[src/esr_pkg.sv]
// Package for the escape-run stream encoder: reserved byte codes, run limits
// and the types shared between the run coder, the output queue and the top level.
// No dependencies.
`timescale 1ns / 1ps
`default_nettype none

package esr_pkg;

  // Reserved byte values; the low one also serves as the escape marker.
  localparam logic [7:0] EscLow  = 8'hD8;
  localparam logic [7:0] EscHigh = 8'hD9;

  // A run holds at most this many reserved bytes.
  localparam logic [2:0] RunMax = 3'd5;

  // Output queue geometry: room for the three results of one item plus one.
  localparam int QueueDepth = 4;
  localparam int PtrWidth   = 2;
  localparam int CountWidth = 3;

  // Largest number of results that one input item can cause.
  localparam int MaxResults = 3;

  // One coded output byte and its end-of-frame mark.
  typedef struct packed {
    logic [7:0] coded_byte;
    logic       frame_last;
  } esr_entry_t;

  // Results caused by one accepted item, lowest index first.
  typedef struct packed {
    logic [1:0]                  count;
    esr_entry_t [MaxResults-1:0] entry;
  } esr_results_t;

endpackage

`default_nettype wire

[src/esr_coder.sv]
// Run coder: holds the pending run of reserved bytes and turns each accepted
// item into zero to three coded bytes. Depends on esr_pkg.
`timescale 1ns / 1ps
`default_nettype none

module esr_coder (
  input  wire logic                  clk,
  input  wire logic                  rst,
  input  wire logic                  accept,
  input  wire logic [7:0]            data_byte,
  input  wire logic                  frame_end,
  output esr_pkg::esr_results_t      results
);

  logic [2:0] run_length;
  logic [2:0] run_length_next;
  logic [4:0] run_pattern;
  logic [4:0] run_pattern_next;

  logic       is_reserved;
  logic [2:0] grown_length;
  logic [4:0] grown_pattern;
  logic       flush;
  logic [2:0] code_length;
  logic [4:0] code_pattern;
  logic [7:0] code_byte;

  // Extend the pending run with a reserved byte.
  always_comb begin
    is_reserved   = (data_byte == esr_pkg::EscLow) || (data_byte == esr_pkg::EscHigh);
    grown_length  = run_length + 3'd1;
    grown_pattern = run_pattern;
    if (data_byte == esr_pkg::EscHigh) begin
      grown_pattern = run_pattern | (5'd1 << run_length);
    end
  end

  // A run goes out when it fills, ahead of an ordinary byte, or at frame end.
  always_comb begin
    if (is_reserved) begin
      flush = (grown_length == esr_pkg::RunMax) || frame_end;
      code_length  = grown_length;
      code_pattern = grown_pattern;
    end else begin
      flush = (run_length != 3'd0);
      code_length  = run_length;
      code_pattern = run_pattern;
    end
    code_byte = {code_length, code_pattern};
  end

  // Lay out the results and mark the final one of a frame.
  always_comb begin
    results = '0;
    if (flush) begin
      results.entry[0].coded_byte = esr_pkg::EscLow;
      results.entry[1].coded_byte = code_byte;
      if (is_reserved) begin
        results.count = 2'd2;
        results.entry[1].frame_last = frame_end;
      end else begin
        results.count = 2'd3;
        results.entry[2].coded_byte = data_byte;
        results.entry[2].frame_last = frame_end;
      end
    end else if (!is_reserved) begin
      results.count = 2'd1;
      results.entry[0].coded_byte = data_byte;
      results.entry[0].frame_last = frame_end;
    end
  end

  // The run is cleared whenever it is emitted or an ordinary byte arrives.
  always_comb begin
    run_length_next  = run_length;
    run_pattern_next = run_pattern;
    if (accept) begin
      if (flush || !is_reserved) begin
        run_length_next  = 3'd0;
        run_pattern_next = 5'd0;
      end else begin
        run_length_next  = grown_length;
        run_pattern_next = grown_pattern;
      end
    end
  end

  always_ff @(posedge clk) begin
    if (rst) begin
      run_length  <= 3'd0;
      run_pattern <= 5'd0;
    end else begin
      run_length  <= run_length_next;
      run_pattern <= run_pattern_next;
    end
  end

`ifndef SYNTHESIS
  // A pending run never reaches the full length between items.
  a_run_short: assert property (@(posedge clk) disable iff (rst)
    run_length < esr_pkg::RunMax)
    else $error("pending run reached full length");

  // The last byte of a frame always produces output.
  a_end_out: assert property (@(posedge clk) disable iff (rst)
    accept && frame_end |-> results.count != 2'd0)
    else $error("frame end produced no output");

  // An ordinary byte leaves no run pending.
  a_plain_clears: assert property (@(posedge clk) disable iff (rst)
    accept && !is_reserved |=> run_length == 3'd0 && run_pattern == 5'd0)
    else $error("run left pending after ordinary byte");
`endif

endmodule

`default_nettype wire

[src/esr_out_queue.sv]
// Output queue: takes up to three coded bytes at once and hands them out one
// per cycle while out_ready is high, and decides when the next item may enter. Depends on esr_pkg.
`timescale 1ns / 1ps
`default_nettype none

module esr_out_queue (
  input  wire logic                  clk,
  input  wire logic                  rst,
  input  wire logic                  push,
  input  wire esr_pkg::esr_results_t results,
  output logic                       room,
  output logic                       out_valid,
  input  wire logic                  out_ready,
  output esr_pkg::esr_entry_t        out_entry
);

  esr_pkg::esr_entry_t [esr_pkg::QueueDepth-1:0] slots;

  logic [esr_pkg::PtrWidth-1:0]   wr_ptr;
  logic [esr_pkg::PtrWidth-1:0]   rd_ptr;
  logic [esr_pkg::CountWidth-1:0] count;
  logic [esr_pkg::CountWidth-1:0] count_next;
  logic [1:0]                     push_n;
  logic                           pop;

  // An item may enter only while all of its results are sure to fit.
  assign room      = (count <= esr_pkg::CountWidth'(1));
  assign out_valid = (count != '0);
  assign out_entry = slots[rd_ptr];
  assign pop       = out_valid && out_ready;
  assign push_n    = push ? results.count : 2'd0;

  always_comb begin
    count_next = count + esr_pkg::CountWidth'(push_n) - esr_pkg::CountWidth'(pop);
  end

  // Write the new results into consecutive slots.
  always_ff @(posedge clk) begin
    for (int i = 0; i < esr_pkg::MaxResults; i++) begin
      if (2'(i) < push_n) begin
        slots[wr_ptr + esr_pkg::PtrWidth'(i)] <= results.entry[i];
      end
    end
  end

  // Pointers and fill level.
  always_ff @(posedge clk) begin
    if (rst) begin
      wr_ptr <= '0;
      rd_ptr <= '0;
      count  <= '0;
    end else begin
      wr_ptr <= wr_ptr + esr_pkg::PtrWidth'(push_n);
      rd_ptr <= rd_ptr + esr_pkg::PtrWidth'(pop);
      count  <= count_next;
    end
  end

`ifndef SYNTHESIS
  // The fill level never exceeds the number of slots.
  a_no_overflow: assert property (@(posedge clk) disable iff (rst)
    count <= esr_pkg::CountWidth'(esr_pkg::QueueDepth))
    else $error("output queue overflow");

  // Results are only written while there is room for a whole item.
  a_push_room: assert property (@(posedge clk) disable iff (rst)
    push_n != 2'd0 |-> count <= esr_pkg::CountWidth'(1))
    else $error("results written without room");

  // A byte that waits for the sink stays offered and unchanged.
  a_hold_stable: assert property (@(posedge clk) disable iff (rst)
    out_valid && !out_ready |=> out_valid && $stable(out_entry))
    else $error("waiting output byte changed");
`endif

endmodule

`default_nettype wire

[src/escape_run_stream_encoder.sv]
// Escape-run stream encoder, top level: run coder feeding a four-slot output queue.
// Coded bytes enter the queue slots on acceptance. Throughput: one item per cycle while
// each item yields at most one byte and the sink is ready; an item that emits a run
// yields two or three bytes, which leave the queue one per cycle while the sink is ready.
// Input is taken while at most one byte is queued, so the sink's pace sets the rate.
// Reset (rst, synchronous) clears the pending run and empties the output queue.
`timescale 1ns / 1ps
`default_nettype none

module escape_run_stream_encoder (
  input  wire logic       clk,
  input  wire logic       rst,
  input  wire logic       s_tvalid,
  output logic            s_tready,
  input  wire logic [7:0] s_tdata,   // [7:0] data_byte
  input  wire logic       s_tlast,   // frame_end
  output logic            m_tvalid,
  input  wire logic       m_tready,
  output logic [7:0]      m_tdata,   // [7:0] coded_byte
  output logic            m_tlast    // frame_last
);

  esr_pkg::esr_results_t results;
  esr_pkg::esr_entry_t   out_entry;
  logic                  accept;
  logic                  room;

  // An item is taken whenever the queue has room for all of its results.
  assign s_tready = room;
  assign accept   = s_tvalid && room;

  esr_coder u_coder (
    .clk       (clk),
    .rst       (rst),
    .accept    (accept),
    .data_byte (s_tdata),
    .frame_end (s_tlast),
    .results   (results)
  );

  esr_out_queue u_queue (
    .clk       (clk),
    .rst       (rst),
    .push      (accept),
    .results   (results),
    .room      (room),
    .out_valid (m_tvalid),
    .out_ready (m_tready),
    .out_entry (out_entry)
  );

  assign m_tdata = out_entry.coded_byte;
  assign m_tlast = out_entry.frame_last;

endmodule

`default_nettype wire
[config.mk]
export PLATFORM = sky130hd
export DESIGN_NAME = escape_run_stream_encoder
export DESIGN_NICKNAME = d
export VERILOG_FILES = /design/src/esr_pkg.sv /design/src/esr_coder.sv /design/src/esr_out_queue.sv /design/src/escape_run_stream_encoder.sv
export SDC_FILE = /design/constraint.sdc
export NUM_CORES = 1
export LEC_CHECK = 0
export BUFFER_PORTS_ARGS = -buffer_cell sky130_fd_sc_hd__buf_2
export CAP_MARGIN = 0
export CELL_PAD_IN_SITES_DETAIL_PLACEMENT = 0
export CELL_PAD_IN_SITES_GLOBAL_PLACEMENT = 1
export CORE_UTILIZATION = 41
export CTS_CLUSTER_SIZE = 28
export DETAILED_ROUTE_END_ITERATION = 6
export PLACE_DENSITY_LB_ADDON = 0.3
export SETUP_SLACK_MARGIN = 0.4
export SLEW_MARGIN = 25
export SYNTH_ARGS = -nofsm -noshare
export SYNTH_HDL_FRONTEND = slang
export SYNTH_SLANG_ARGS = --single-unit
[constraint.sdc]
create_clock -name clk -period 2.7 [get_ports clk]
set_input_delay 0.54 -clock clk [delete_from_list [all_inputs] [get_ports clk]]
set_output_delay 0.54 -clock clk [all_outputs]
set_load 0.02 [all_outputs]
==> impl_metrics.prom, run 1 <==
# TYPE chip_impl_metric gauge
chip_impl_info{name="outcome",value="finished clean"} 1
chip_impl_metric{name="placement.io_buffers",unit=""} 23
chip_impl_metric{name="num-nets-final",unit=""} 456
chip_impl_metric{name="clock_sinks",unit=""} 51
chip_impl_metric{name="max-slew-margin-rel",unit="%"} 58.1
chip_impl_metric{name="proportion_of_layout_cells_with_a_drive_suffix_above_1",unit="%"} 25.7
chip_impl_info{name="synthFlopType",value="sky130_fd_sc_hd__dfxtp_1"} 1
chip_impl_metric{name="seq_power_share",unit="%"} 33.8
chip_impl_metric{name="dieArea",unit="um2"} 8090
chip_impl_info{name="netlist.top_cell.by_area",value="sky130_fd_sc_hd__dfxtp_1"} 1
chip_impl_metric{name="post-route-drc-count",unit=""} 0
chip_impl_metric{name="clock_power_share",unit="%"} 14.3
chip_impl_metric{name="dr_total_vias",unit=""} 3299
chip_impl_metric{name="worstHoldPathCells",unit=""} 2
chip_impl_metric{name="global_route.usage.total",unit="%"} 27.7
chip_impl_metric{name="vdd_ir_drop_max",unit="mV"} 0.390
chip_impl_metric{name="number_of_global_route_vias_before_repair",unit=""} 3135
chip_impl_metric{name="grt_max_degree",unit=""} 15
chip_impl_metric{name="netSwitchingFraction",unit="%"} 40.4
chip_impl_metric{name="p_int",unit="mW"} 2.23
chip_impl_metric{name="cp.arrival",unit="ns"} 2.49
chip_impl_metric{name="setup_clock_skew_after_layout",unit="ns"} 0.00470
chip_impl_metric{name="routed_wirelength",unit="mm"} 10.8
chip_impl_info{name="min_delay_worst_endpoint",value="u_queue.rd_ptr[1]$_SDFF_PP0_"} 1
chip_impl_metric{name="synth_cell_type_count",unit=""} 60
chip_impl_metric{name="gate_power_share",unit="%"} 51.9
chip_impl_metric{name="area_delta_synth_final",unit="%"} 22.9
chip_impl_info{name="cts_root_buffer",value="sky130_fd_sc_hd__clkbuf_8"} 1
chip_impl_metric{name="grt_first_pass_wirelength",unit="mm"} 17.4
chip_impl_metric{name="synth-edff-count",unit=""} 0
chip_impl_metric{name="ys_seq_area_share",unit="%"} 32.2
chip_impl_metric{name="cts_inserted_buffers",unit=""} 5
chip_impl_metric{name="detail_route.first_pass.iterations",unit=""} 5
chip_impl_metric{name="final.setup.tns",unit="ns"} 0
chip_impl_metric{name="reg2reg_depth",unit=""} 9
chip_impl_metric{name="drt_iter0_drc",unit=""} 261
chip_impl_metric{name="critical_path.n_buffers_inverters",unit=""} 2
chip_impl_info{name="worst_path_most_repeated_cell",value="sky130_fd_sc_hd__ha_4"} 1
chip_impl_metric{name="clock_latency",unit="ns"} 0.31
chip_impl_metric{name="min_period_over_period",unit="%"} 83.1
chip_impl_metric{name="switching_power",unit="mW"} 1.51
chip_impl_metric{name="report.final.slew_viol_count",unit=""} 0
chip_impl_metric{name="n_fill_cell",unit=""} 732
chip_impl_metric{name="post_place_cell_area",unit="um2"} 3680
chip_impl_metric{name="dieWidth",unit="um"} 89.9
chip_impl_info{name="hold_path_class",value="in -> reg"} 1
chip_impl_metric{name="setup_viol_count_final",unit=""} 0
chip_impl_metric{name="postSynthAreaPerCell",unit="um2"} 8.47
chip_impl_metric{name="hpwlAfterDp",unit="mm"} 8.15
chip_impl_metric{name="worst_pin_slew",unit="ns"} 0.621
chip_impl_metric{name="fin_area",unit="um2"} 3900
chip_impl_info{name="crit_chain",value="ha_4, ha_4, nor2b_4, nor4_4, buf_4, buf_6, or3_4, or3_1, a31oi_1"} 1
chip_impl_info{name="synth.top_cells.by_area",value="sky130_fd_sc_hd__dfxtp_1, sky130_fd_sc_hd__mux4_2, sky130_fd_sc_hd__nor3_1"} 1
chip_impl_metric{name="cts_buffer_depth",unit=""} 2
chip_impl_metric{name="max_cap_violations",unit=""} 0
chip_impl_metric{name="worst_hold_margin",unit="ns"} 0.486
chip_impl_metric{name="global_route.overflow_total",unit=""} 0
chip_impl_metric{name="fp-row-count",unit=""} 31
chip_impl_metric{name="syn_area",unit="um2"} 3170
chip_impl_metric{name="gp_congestion",unit=""} 0.954
chip_impl_metric{name="drt.antenna.violating_nets",unit=""} 0
chip_impl_info{name="cts_tree",value="yes"} 1
chip_impl_info{name="timing.critical_path.from_type",value="flop"} 1
chip_impl_metric{name="htree_num_levels",unit=""} 2
chip_impl_info{name="setup_repair_after_global_routing_missed_its_margin",value="yes"} 1
chip_impl_info{name="crit_family",value="simple AND/OR/NAND/NOR gates"} 1
chip_impl_metric{name="top_level_port_count",unit=""} 24
chip_impl_metric{name="max_freq",unit="GHz"} 0.446
chip_impl_metric{name="avgRoutedWirePerCell",unit="um"} 20.4
chip_impl_metric{name="floorplan.initialDensity",unit="%"} 43.0
chip_impl_metric{name="die_y",unit="um"} 89.9
chip_impl_metric{name="clk_pin_slew",unit="ns"} 0.09
chip_impl_metric{name="required",unit="ns"} 2.94
chip_impl_metric{name="post-route-min-period",unit="ns"} 2.24
chip_impl_info{name="crit_path_end_kind",value="flop"} 1
chip_impl_info{name="rr_startpoint",value="u_coder.run_length[0]$_SDFFE_PP0N_"} 1
chip_impl_info{name="type_of_the_worst_setup_path",value="reg -> reg"} 1
chip_impl_metric{name="worst-r2r-setup-slack",unit="ns"} 0.46
chip_impl_info{name="worst_path_max_delay_cell",value="sky130_fd_sc_hd__or3_4"} 1
chip_impl_metric{name="grt_antenna_before_repair",unit=""} 0
chip_impl_metric{name="cts_hold_repair.buffers",unit=""} 0
chip_impl_metric{name="postSynthRegisterBits",unit=""} 51
chip_impl_metric{name="synthCells",unit=""} 374
chip_impl_metric{name="area_share_of_the_leading_cell_type_in_the_synthesized_netlist",unit="%"} 32.2
chip_impl_info{name="min_from",value="rst"} 1
chip_impl_info{name="rr_endpoint",value="u_queue.slots[19]$_DFF_P_"} 1
chip_impl_metric{name="power.density",unit="nW/um2"} 961
chip_impl_metric{name="timing.critical_path.slowest_cell_delay",unit="ns"} 0.41
chip_impl_metric{name="total_leakage_power",unit="nW"} 1.52
chip_impl_metric{name="finalHoldViolations",unit=""} 0
chip_impl_metric{name="synthesis.nets",unit=""} 398
chip_impl_metric{name="timing.critical_path.fanout_max",unit=""} 6
chip_impl_metric{name="synth.yosys.warnings",unit=""} 0
chip_impl_metric{name="core_area",unit="um2"} 7370
chip_impl_metric{name="routed_via_density",unit=""} 6.21
chip_impl_metric{name="ys_async_sr_fraction",unit="%"} 0
chip_impl_metric{name="antenna_cells",unit=""} 0
==> flip-flops by register name, summed over array words and instances (netlist names) <==
register	count
u_coder.run_pattern	5
u_queue.wr_ptr	2
u_coder.run_length	3
u_queue.rd_ptr	2
u_queue.count	3
u_queue.slots	36
==> per-stage QoR <==
step	setup slack, ns	utilization (%)	power (mW)	instances
floorplan	0.360	-	2.53	374
global route	0.368	52.9	3.99	531
CTS	0.435	51.6	3.69	524
detailed placement	0.198	49.9	3.15	516
global placement	0.216	49.9	3.12	516
finish	0.456	52.9	3.74	531
==> cells in the mapped netlist, types with 2 or more instances <==
cell type	count
sky130_fd_sc_hd__a22o_1	7
sky130_fd_sc_hd__and2_1	3
sky130_fd_sc_hd__nor2b_1	8
sky130_fd_sc_hd__a2bb2oi_1	3
sky130_fd_sc_hd__a21o_1	2
sky130_fd_sc_hd__a211oi_1	14
sky130_fd_sc_hd__dfxtp_1	51
sky130_fd_sc_hd__nor2_1	31
sky130_fd_sc_hd__o32ai_1	2
sky130_fd_sc_hd__mux2i_1	4
sky130_fd_sc_hd__clkbuf_1	12
sky130_fd_sc_hd__o221ai_1	3
sky130_fd_sc_hd__ha_1	10
sky130_fd_sc_hd__inv_1	6
sky130_fd_sc_hd__o21a_1	3
sky130_fd_sc_hd__buf_2	10
sky130_fd_sc_hd__a21oi_1	29
sky130_fd_sc_hd__nor3_1	39
sky130_fd_sc_hd__nand3_1	4
sky130_fd_sc_hd__nand2_1	24
sky130_fd_sc_hd__a31oi_1	6
sky130_fd_sc_hd__o22ai_1	10
sky130_fd_sc_hd__a41oi_1	2
sky130_fd_sc_hd__o211ai_1	6
sky130_fd_sc_hd__or3_1	6
sky130_fd_sc_hd__nand3b_1	3
sky130_fd_sc_hd__o21ai_0	22
sky130_fd_sc_hd__o31ai_1	6
sky130_fd_sc_hd__mux4_2	9
sky130_fd_sc_hd__xnor2_1	4
sky130_fd_sc_hd__nand2b_1	6
==> final cells by class <==
class	instances	area, um2	area share (%)
multi-input combinational	291	2070	53.2
timing repair buffer	76	546	14.0
clock buffer	6	72.6	1.86
clock inverter	1	30.0	0.771
sequential	51	1030	26.3
tap	99	124	3.18
inverter	7	26.3	0.674
==> layout by cell type, fill, tap and decap left out, types with 9 or more instances in the layout <==
master	count
sky130_fd_sc_hd__dfxtp_1	49
sky130_fd_sc_hd__buf_4	48
sky130_fd_sc_hd__nor3_1	38
sky130_fd_sc_hd__a21oi_1	29
sky130_fd_sc_hd__nor2_1	28
sky130_fd_sc_hd__nand2_1	23
sky130_fd_sc_hd__buf_2	23
sky130_fd_sc_hd__o21ai_0	22
sky130_fd_sc_hd__a211oi_1	14
sky130_fd_sc_hd__o22ai_1	10
sky130_fd_sc_hd__mux4_2	9
==> per-layer routing <==
layer | GRT usage [%] | up-vias | wire [um]
li1 | - | 1539 | -
met1 | 37.5 | 1595 | 4770
met2 | 44.6 | 143 | 4950
met3 | 3.89 | 22 | 781
met4 | 11.3 | 0 | 318
met5 | 0 | - | 0
==> kinds of logic (layout without fill, tap and decap cells) <==
kind of cell,after synthesis,in the layout,synth area share (%)
simple gates,135,135,22.9
mux,13,13,7.66
buf+inv,32,90,4.58
flops,51,51,32.2
fa+ha+maj,11,11,4.58
compound gates,127,127,26.7
xor+xnor,5,5,1.38
==> worst max path at each step <==
stage,start,end,slack (ns),cells after the start
floorplan,u_coder.run_length[0]$_SDFFE_PP0N_,u_queue.count[1]$_SDFF_PP0_,0.36,9
global placement,s_tdata[5],u_queue.slots[20]$_DFF_P_,0.22,7
detailed placement,s_tdata[5],u_queue.slots[20]$_DFF_P_,0.20,7
CTS,u_coder.run_length[0]$_SDFFE_PP0N_,u_queue.slots[19]$_DFF_P_,0.43,8
global route,u_coder.run_length[0]$_SDFFE_PP0N_,u_queue.slots[9]$_DFF_P_,0.37,10
finish,u_coder.run_length[0]$_SDFFE_PP0N_,u_queue.slots[19]$_DFF_P_,0.46,9
==> power groups by stage <==
stage	Clock (mW)	Sequential (mW)	Combinational [mW]
after CTS	0.542	1.26	1.89
after detailed placement	0	1.27	1.87
after global placement	0	1.26	1.86
after global routing	0.571	1.29	2.12
after floorplan	0	1.19	1.34
final	0.535	1.27	1.94
==> timing repair <==
item | 4_1_cts | 5_1_grt
gates cloned | 0 | 1
gates resized for setup | 4 | 9
setup endpoints to repair | 15 | 19
buffers inserted | 1 | 6
pin swaps | 2 | 8
No activity file was read; power rests on OpenSTA's default activity.
==> run 2, diff against run 1 <==
Settings changed: ABC_AREA set to 1, CORE_UTILIZATION 41 to 43.
Clock period 2.7 ns to 2.3 ns, I/O delays scaled along.
==> run 2 against run 1 <==
Against the previous run:
- register-to-register slack worse by 0.17 ns
- synthesized area rose by 8.9%
- clock-buffer cell count rose by 1
- final cell count increased by 35%
- largest cell class unchanged
- critical endpoint is now u_queue.slots[28]$_DFF_P_
- non-clock buffer count decreased by 10
- setup slack got worse by 0.17 ns
- highest routed layer unchanged
- core utilization increased by 6.3 points
- critical path type unchanged
==> impl_metrics.prom, run 2 <==
# TYPE chip_impl_metric gauge
chip_impl_info{name="crit_path_start",value="u_coder.run_length[0]$_SDFFE_PP0N_"} 1
chip_impl_metric{name="synthCells",unit=""} 556
chip_impl_info{name="rr_endpoint",value="u_queue.slots[28]$_DFF_P_"} 1
chip_impl_metric{name="clock_power_share",unit="%"} 10.7
chip_impl_metric{name="largest_register_ff_count",unit=""} 36
chip_impl_metric{name="drt_iter0_drc",unit=""} 352
chip_impl_metric{name="area_delta_synth_final",unit="%"} 32.5
chip_impl_metric{name="top_level_port_count",unit=""} 24
chip_impl_metric{name="die_y",unit="um"} 91.6
chip_impl_info{name="largest_reg_by_ff_count",value="u_queue.slots"} 1
chip_impl_metric{name="finalHoldViolations",unit=""} 0
chip_impl_metric{name="max-slew-margin-rel",unit="%"} 56.5
chip_impl_metric{name="grt_max_degree",unit=""} 20
chip_impl_info{name="cts_tree",value="yes"} 1
chip_impl_info{name="min_from",value="rst"} 1
chip_impl_metric{name="dr_total_vias",unit=""} 3887
chip_impl_metric{name="placement.io_buffers",unit=""} 23
chip_impl_metric{name="cp.arrival",unit="ns"} 2.23
chip_impl_info{name="rr_startpoint",value="u_coder.run_length[0]$_SDFFE_PP0N_"} 1
chip_impl_metric{name="ys_async_sr_fraction",unit="%"} 0
chip_impl_metric{name="max_freq",unit="GHz"} 0.497
chip_impl_metric{name="gate_power_share",unit="%"} 59.0
chip_impl_metric{name="global_route.overflow_total",unit=""} 0
chip_impl_metric{name="proportion_of_layout_cells_with_a_drive_suffix_above_1",unit="%"} 29.9
chip_impl_metric{name="clk_pin_slew",unit="ns"} 0.10
chip_impl_info{name="crit_path_end_kind",value="flop"} 1
chip_impl_metric{name="post-route-min-period",unit="ns"} 2.01
chip_impl_info{name="outcome",value="finished clean"} 1
chip_impl_metric{name="total_leakage_power",unit="nW"} 2.33
chip_impl_info{name="endpoint_of_the_most_critical_setup_path",value="u_queue.slots[28]$_DFF_P_"} 1
chip_impl_info{name="most-common-layout-cells",value="sky130_fd_sc_hd__nand2_1, sky130_fd_sc_hd__nor2_1, sky130_fd_sc_hd__dfxtp_1"} 1
chip_impl_metric{name="number_of_global_route_vias_before_repair",unit=""} 3563
chip_impl_metric{name="max_cap_violations",unit=""} 0
chip_impl_metric{name="p_int",unit="mW"} 2.59
chip_impl_metric{name="clock_latency",unit="ns"} 0.31
chip_impl_metric{name="post_place_cell_area",unit="um2"} 3800
chip_impl_metric{name="power.density",unit="nW/um2"} 1060
chip_impl_metric{name="cts_inserted_buffers",unit=""} 5
chip_impl_metric{name="post-route-drc-count",unit=""} 0
chip_impl_metric{name="timing.critical_path.fanout_max",unit=""} 8
chip_impl_info{name="synthFlopType",value="sky130_fd_sc_hd__dfxtp_1"} 1
chip_impl_metric{name="setup_clock_skew_after_layout",unit="ns"} 0.00751
chip_impl_metric{name="reg2reg_depth",unit=""} 14
chip_impl_metric{name="drt.antenna.violating_nets",unit=""} 0
chip_impl_metric{name="routed_via_density",unit=""} 5.41
chip_impl_info{name="final_common_cell",value="sky130_fd_sc_hd__nand2_1"} 1
chip_impl_metric{name="worst-r2r-setup-slack",unit="ns"} 0.29
chip_impl_metric{name="cts_buffer_depth",unit=""} 2
chip_impl_metric{name="report.final.slew_viol_count",unit=""} 0
chip_impl_metric{name="area_share_of_the_leading_cell_type_in_the_synthesized_netlist",unit="%"} 29.6
chip_impl_metric{name="dieWidth",unit="um"} 91.6
chip_impl_info{name="type_of_the_worst_setup_path",value="reg -> reg"} 1
chip_impl_info{name="synth_common_cells",value="sky130_fd_sc_hd__nand2_1, sky130_fd_sc_hd__nor2_1, sky130_fd_sc_hd__nand3_1, sky130_fd_sc_hd__dfxtp_1, sky130_fd_sc_hd__inv_1"} 1
chip_impl_metric{name="avgRoutedWirePerCell",unit="um"} 16.8
chip_impl_info{name="synth_most_common_cell",value="sky130_fd_sc_hd__nand2_1"} 1
chip_impl_metric{name="min_period_over_period",unit="%"} 87.5
chip_impl_metric{name="num-nets-final",unit=""} 639
chip_impl_metric{name="core_area",unit="um2"} 7730
chip_impl_metric{name="fin_util",unit="%"} 59.2
chip_impl_metric{name="routed_wirelength",unit="mm"} 12.1
chip_impl_metric{name="grt_antenna_before_repair",unit=""} 0
chip_impl_metric{name="synth_cell_type_count",unit=""} 31
chip_impl_info{name="netlist.top_cell.by_area",value="sky130_fd_sc_hd__dfxtp_1"} 1
chip_impl_metric{name="synth-edff-count",unit=""} 0
chip_impl_metric{name="dieArea",unit="um2"} 8390
chip_impl_metric{name="detail_route.first_pass.iterations",unit=""} 5
chip_impl_metric{name="syn_area",unit="um2"} 3450
chip_impl_metric{name="netSwitchingFraction",unit="%"} 46.8
chip_impl_info{name="hold_path_class",value="in -> reg"} 1
chip_impl_metric{name="final.setup.tns",unit="ns"} 0
chip_impl_metric{name="postSynthAreaPerCell",unit="um2"} 6.21
chip_impl_metric{name="antenna_cells",unit=""} 0
chip_impl_metric{name="hpwlAfterDp",unit="mm"} 7.88
chip_impl_info{name="largestRegisters",value="u_queue.slots: 36 flops, u_coder.run_pattern: 5 flops"} 1
chip_impl_metric{name="clock_sinks",unit=""} 51
chip_impl_metric{name="required",unit="ns"} 2.52
chip_impl_metric{name="ys_seq_area_share",unit="%"} 29.6
chip_impl_metric{name="global_route.usage.total",unit="%"} 28.1
chip_impl_info{name="synth.top_cells.by_area",value="sky130_fd_sc_hd__dfxtp_1, sky130_fd_sc_hd__nand2_1, sky130_fd_sc_hd__nand3_1"} 1
chip_impl_metric{name="setup_viol_count_final",unit=""} 0
chip_impl_metric{name="synth.yosys.warnings",unit=""} 0
chip_impl_metric{name="cts_hold_repair.buffers",unit=""} 0
chip_impl_metric{name="gp_congestion",unit=""} 0.876
chip_impl_metric{name="fin_area",unit="um2"} 4580
chip_impl_metric{name="n_fill_cell",unit=""} 745
chip_impl_metric{name="seq_power_share",unit="%"} 30.3
chip_impl_info{name="setup_repair_after_global_routing_missed_its_margin",value="yes"} 1
chip_impl_metric{name="synthesis.nets",unit=""} 580
chip_impl_metric{name="worst_pin_slew",unit="ns"} 0.647
chip_impl_info{name="cts_root_buffer",value="sky130_fd_sc_hd__clkbuf_8"} 1
chip_impl_metric{name="floorplan.initialDensity",unit="%"} 44.7
chip_impl_metric{name="vdd_ir_drop_max",unit="mV"} 0.648
chip_impl_metric{name="grt_first_pass_wirelength",unit="mm"} 18.0
chip_impl_metric{name="postSynthRegisterBits",unit=""} 51
chip_impl_metric{name="htree_num_levels",unit=""} 2
chip_impl_metric{name="fp-row-count",unit=""} 32
chip_impl_metric{name="switching_power",unit="mW"} 2.28
chip_impl_info{name="timing.critical_path.from_type",value="flop"} 1
==> run 2: cell count changes after synthesis, moves of 8 or more <==
cell,change
sky130_fd_sc_hd__nand2_1,+201
sky130_fd_sc_hd__nor3_1,-37
sky130_fd_sc_hd__a211oi_1,-13
sky130_fd_sc_hd__nor2b_1,-8
sky130_fd_sc_hd__nor2_1,+39
sky130_fd_sc_hd__inv_1,+26
sky130_fd_sc_hd__inv_2,+13
sky130_fd_sc_hd__mux4_2,-9
sky130_fd_sc_hd__a21oi_1,-23
sky130_fd_sc_hd__nand3_1,+57
==> run 2: critical path: stages (launching register included) <==
cell                       delay, ns
sky130_fd_sc_hd__dfxtp_4        0.38
sky130_fd_sc_hd__ha_4           0.16
sky130_fd_sc_hd__ha_4           0.26
sky130_fd_sc_hd__inv_4          0.03
sky130_fd_sc_hd__nand2_2        0.05
sky130_fd_sc_hd__nand2_2        0.06
sky130_fd_sc_hd__inv_2          0.07
sky130_fd_sc_hd__nand3_4        0.13
sky130_fd_sc_hd__buf_12         0.18
sky130_fd_sc_hd__nand3_4        0.15
sky130_fd_sc_hd__clkinv_8       0.13
sky130_fd_sc_hd__nand2_1        0.10
sky130_fd_sc_hd__nand3_2        0.07
sky130_fd_sc_hd__nand3_1        0.06
sky130_fd_sc_hd__nand2_1        0.06
==> run 2: area by class of cell <==
cell class	instances	area, um2	share of cell area [%]
Sequential cell	51	1030	22.5
Tap cell	102	128	2.79
Timing Repair Buffer	66	618	13.5
Inverter	45	215	4.70
Multi-Input combinational cell	445	2490	54.5
Timing Repair inverter	1	11.3	0.246
Clock inverter	1	5.00	0.109
Clock buffer	7	76.3	1.67
==> run 2: power by group through the flow <==
stage,sequential (mW),combinational [mW],clock [mW]
floorplan,1.41,1.79,0
detailed placement,1.46,2.38,0
finish,1.47,2.87,0.521
global placement,1.45,2.36,0
global route,1.52,3.17,0.562
CTS,1.45,2.48,0.523
==> run 2: layer usage <==
metal  wire [um]  track usage [%]  up-vias
met3         811             3.52       33
met2        5760             46.2      163
li1            -                -     1880
met5           0                0        -
met4         391             11.6        0
met1        5130             37.0     1811
==> run 2: per-stage QoR <==
step / hold slack (ns) / instances / worst slack (ns) / total power [mW]
after floorplan: 0.454 / 556 / 0.405 / 3.20
after global placement: 0.482 / 686 / 0.183 / 3.81
after detailed placement: 0.481 / 686 / 0.166 / 3.83
after CTS: 0.410 / 705 / 0.328 / 4.45
after global routing: 0.423 / 718 / 0.199 / 5.25
final: 0.405 / 718 / 0.287 / 4.87
==> run 2: worst min-delay path by stage <==
stage,cells past startpoint,to,slack (ns)
global route,2,u_queue.count[1]$_SDFF_PP0_,0.42
floorplan,2,u_coder.run_pattern[0]$_SDFFE_PP0N_,0.45
global placement,2,u_coder.run_length[2]$_SDFFE_PP0N_,0.48
finish,2,u_queue.rd_ptr[0]$_SDFF_PP0_,0.40
CTS,2,u_queue.count[1]$_SDFF_PP0_,0.41
detailed placement,2,u_coder.run_length[2]$_SDFFE_PP0N_,0.48
==> run 2: timing repair <==
item,4_1_cts,5_1_grt
setup buffers,11,9
gates cloned,0,4
pin swaps,7,36
setup endpoints to repair,47,55
gates resized for setup,25,91
==> run 2: kinds of logic after synthesis <==
family	Yosys count	share of synthesized area (%)
AOI/OAI and AO/OA	47	7.57
buffers and inverters	60	7.58
xor gates and xnor gates	3	0.761
adders and majority gates	11	4.20
and+or+nand+nor	384	50.3
DFF	51	29.6
==> run 3, diff against run 2 <==
Settings changed: BUFFER_PORTS_ARGS -buffer_cell sky130_fd_sc_hd__buf_2 to unset, CORE_UTILIZATION 43 to 45, DONT_BUFFER_PORTS set to 1, SLEW_MARGIN 25 to 20.
==> run 3 against run 2 <==
Against the previous run:
- first-iteration DRC count fell by 0.28%
- sequential share of layout area fell by 0.69 points
- combinational power grew 4%
- global-route usage increased by 2.3 points
- via count grew 1.9%
- largest power group unchanged
==> impl_metrics.prom, run 3 (synthesized netlist as in run 2, its figures left out) <==
# TYPE chip_impl_metric gauge
chip_impl_metric{name="floorplan.initialDensity",unit="%"} 47.1
chip_impl_metric{name="n_fill_cell",unit=""} 662
chip_impl_info{name="largest_reg_by_ff_count",value="u_queue.slots"} 1
chip_impl_metric{name="die_y",unit="um"} 89.6
chip_impl_metric{name="clock_latency",unit="ns"} 0.32
chip_impl_info{name="type_of_the_worst_setup_path",value="reg -> reg"} 1
chip_impl_metric{name="clk_pin_slew",unit="ns"} 0.10
chip_impl_metric{name="global_route.overflow_total",unit=""} 0
chip_impl_metric{name="area_delta_synth_final",unit="%"} 37.3
chip_impl_info{name="cts_root_buffer",value="sky130_fd_sc_hd__clkbuf_8"} 1
chip_impl_metric{name="dieArea",unit="um2"} 8030
chip_impl_metric{name="critical_path_depth",unit=""} 15
chip_impl_metric{name="total_leakage_power",unit="nW"} 2.35
chip_impl_info{name="setup_repair_after_global_routing_missed_its_margin",value="yes"} 1
chip_impl_info{name="outcome",value="finished clean"} 1
chip_impl_metric{name="post-route-drc-count",unit=""} 0
chip_impl_metric{name="antenna_cells",unit=""} 0
chip_impl_info{name="rr_endpoint",value="u_queue.slots[12]$_DFF_P_"} 1
chip_impl_info{name="cts_tree",value="yes"} 1
chip_impl_metric{name="drt.antenna.violating_nets",unit=""} 0
chip_impl_metric{name="max_cap_violations",unit=""} 0
chip_impl_info{name="worst_path_max_delay_cell",value="sky130_fd_sc_hd__dfxtp_4"} 1
chip_impl_metric{name="grt_max_degree",unit=""} 20
chip_impl_info{name="crit_family",value="simple AND/OR/NAND/NOR gates"} 1
chip_impl_metric{name="cts_inserted_buffers",unit=""} 5
chip_impl_metric{name="htree_num_levels",unit=""} 2
chip_impl_metric{name="avgRoutedWirePerCell",unit="um"} 17.2
chip_impl_metric{name="post-route-min-period",unit="ns"} 2.00
chip_impl_metric{name="clock_sinks",unit=""} 51
chip_impl_metric{name="global_route.usage.total",unit="%"} 30.4
chip_impl_metric{name="fp-row-count",unit=""} 31
chip_impl_metric{name="proportion_of_layout_cells_with_a_drive_suffix_above_1",unit="%"} 31.1
chip_impl_metric{name="timing.final.ws_setup",unit="ns"} 0.298
chip_impl_info{name="crit_path_end_kind",value="flop"} 1
chip_impl_metric{name="finalHoldViolations",unit=""} 0
chip_impl_metric{name="placement.io_buffers",unit=""} 0
chip_impl_info{name="most-common-layout-cells",value="sky130_fd_sc_hd__nand2_1, sky130_fd_sc_hd__nor2_1, sky130_fd_sc_hd__dfxtp_1"} 1
chip_impl_metric{name="reg2reg_depth",unit=""} 15
chip_impl_metric{name="cts_buffer_depth",unit=""} 2
chip_impl_info{name="rr_startpoint",value="u_coder.run_length[0]$_SDFFE_PP0N_"} 1
chip_impl_metric{name="worst_hold_margin",unit="ns"} 0.197
chip_impl_info{name="largestRegisters",value="u_queue.slots: 36 flops, u_coder.run_pattern: 5 flops"} 1
chip_impl_metric{name="worst-r2r-setup-slack",unit="ns"} 0.30
chip_impl_metric{name="worst_pin_slew",unit="ns"} 0.528
chip_impl_metric{name="total_power",unit="mW"} 5.08
chip_impl_metric{name="drt_iter0_drc",unit=""} 351
chip_impl_metric{name="setup_viol_count_final",unit=""} 0
chip_impl_info{name="final_common_cell",value="sky130_fd_sc_hd__nand2_1"} 1
chip_impl_info{name="crit_chain",value="ha_4, ha_4, inv_4, nand2_4, nand2_4, inv_2, nand3_4, nand3_4, inv_4, buf_12, buf_12, nand2_2, nand3_2, nand3_2, nand2_1"} 1
chip_impl_metric{name="grt_antenna_before_repair",unit=""} 0
chip_impl_metric{name="detail_route.first_pass.iterations",unit=""} 5
chip_impl_metric{name="num-nets-final",unit=""} 637
chip_impl_metric{name="multi_input_area",unit="um2"} 2640
chip_impl_info{name="timing.critical_path.from_type",value="flop"} 1
chip_impl_info{name="hold_path_class",value="in -> reg"} 1
chip_impl_metric{name="cts_hold_repair.buffers",unit=""} 0
chip_impl_metric{name="largest_register_ff_count",unit=""} 36
chip_impl_metric{name="routed_via_density",unit=""} 5.55
chip_impl_metric{name="dr_total_vias",unit=""} 3959
chip_impl_metric{name="grt_first_pass_wirelength",unit="mm"} 18.0
chip_impl_info{name="min_from",value="rst"} 1
chip_impl_metric{name="max-slew-margin-rel",unit="%"} 64.7
chip_impl_metric{name="gp_congestion",unit=""} 0.933
chip_impl_metric{name="core_area",unit="um2"} 7330
chip_impl_metric{name="timing.critical_path.fanout_max",unit=""} 8
chip_impl_metric{name="cp.arrival",unit="ns"} 2.23
chip_impl_metric{name="min_period_over_period",unit="%"} 87.0
chip_impl_metric{name="timing.critical_path.slowest_cell_delay",unit="ns"} 0.38
chip_impl_metric{name="critical_path.n_buffers_inverters",unit=""} 5
chip_impl_metric{name="dieWidth",unit="um"} 89.6
chip_impl_metric{name="hpwlAfterDp",unit="mm"} 7.70
chip_impl_info{name="min_delay_worst_endpoint",value="u_queue.rd_ptr[1]$_SDFF_PP0_"} 1
chip_impl_metric{name="final.setup.tns",unit="ns"} 0
chip_impl_metric{name="number_of_global_route_vias_before_repair",unit=""} 3449
chip_impl_metric{name="max_freq",unit="GHz"} 0.500
chip_impl_metric{name="worstHoldPathCells",unit=""} 1
chip_impl_metric{name="dp_slack",unit="ns"} 0.0974
chip_impl_metric{name="setup_clock_skew_after_layout",unit="ns"} 0.0108
chip_impl_metric{name="fin_util",unit="%"} 64.6
chip_impl_metric{name="required",unit="ns"} 2.52
chip_impl_metric{name="report.final.slew_viol_count",unit=""} 0
chip_impl_metric{name="routed_wirelength",unit="mm"} 12.3
chip_impl_metric{name="vdd_ir_drop_max",unit="mV"} 0.515
chip_impl_metric{name="top_level_port_count",unit=""} 24
chip_impl_metric{name="register_area",unit="um2"} 1030
chip_impl_metric{name="power.density",unit="nW/um2"} 1070
run 3: cell types whose count changed in the layout (fill, tap and decap cells not counted), sizes merged:
cell	change
buf	-1
clkinvlp	+3
inv	-2
clkinv	-2
nand2	+1
clkbuf	-1
run 3: per-stage QoR:
step                cells  instance area [um2]
finish                713                 4740
global route          713                 4740
CTS                   679                 4030
detailed placement    658                 3670
global placement      658                 3670
floorplan             556                 3500
run 3: layout make-up:
cell class                      count  share of cell area, %
Multi-Input combinational cell    446                   55.6
Sequential cell                    51                   21.8
Timing Repair Buffer               63                   13.3
Inverter                           45                   4.38
Tap cell                           99                   2.61
Clock buffer                        8                   2.11
Timing Repair inverter              1                  0.158
run 3: power breakdown:
group          internal, mW  total, mW  switching [mW]
clock                 0.276      0.594           0.318
combinational          1.17       2.99            1.82
sequential             1.26       1.49           0.231
run 3: how the worst max path moves through the flow:
stage / start / endpoint / slack (ns)
after global routing: u_coder.run_length[0]$_SDFFE_PP0N_ / u_queue.slots[12]$_DFF_P_ / 0.22
after CTS: u_coder.run_length[0]$_SDFFE_PP0N_ / u_queue.count[1]$_SDFF_PP0_ / 0.33
after detailed placement: u_coder.run_length[0]$_SDFFE_PP0N_ / u_queue.slots[7]$_DFF_P_ / 0.1
final: u_coder.run_length[0]$_SDFFE_PP0N_ / u_queue.slots[12]$_DFF_P_ / 0.30
after floorplan: s_tdata[2] / u_queue.count[1]$_SDFF_PP0_ / 0.41
after global placement: u_coder.run_length[0]$_SDFFE_PP0N_ / u_queue.slots[7]$_DFF_P_ / 0.14
run 3: metal layers:
layer	vias to the layer above	global-route usage (%)	wire length, um
li1	1886	-	-
met4	0	12.3	369
met3	33	6.67	1010
met1	1870	40.6	5170
met5	-	0	0
met2	170	47.5	5720
run 3: timing repair:
item | CTS | global route
gates resized for setup | 36 | 115
cloned | 2 | 2
pin swaps | 9 | 36
buffers inserted | 11 | 32
endpoints found under the setup margin | 47 | 52
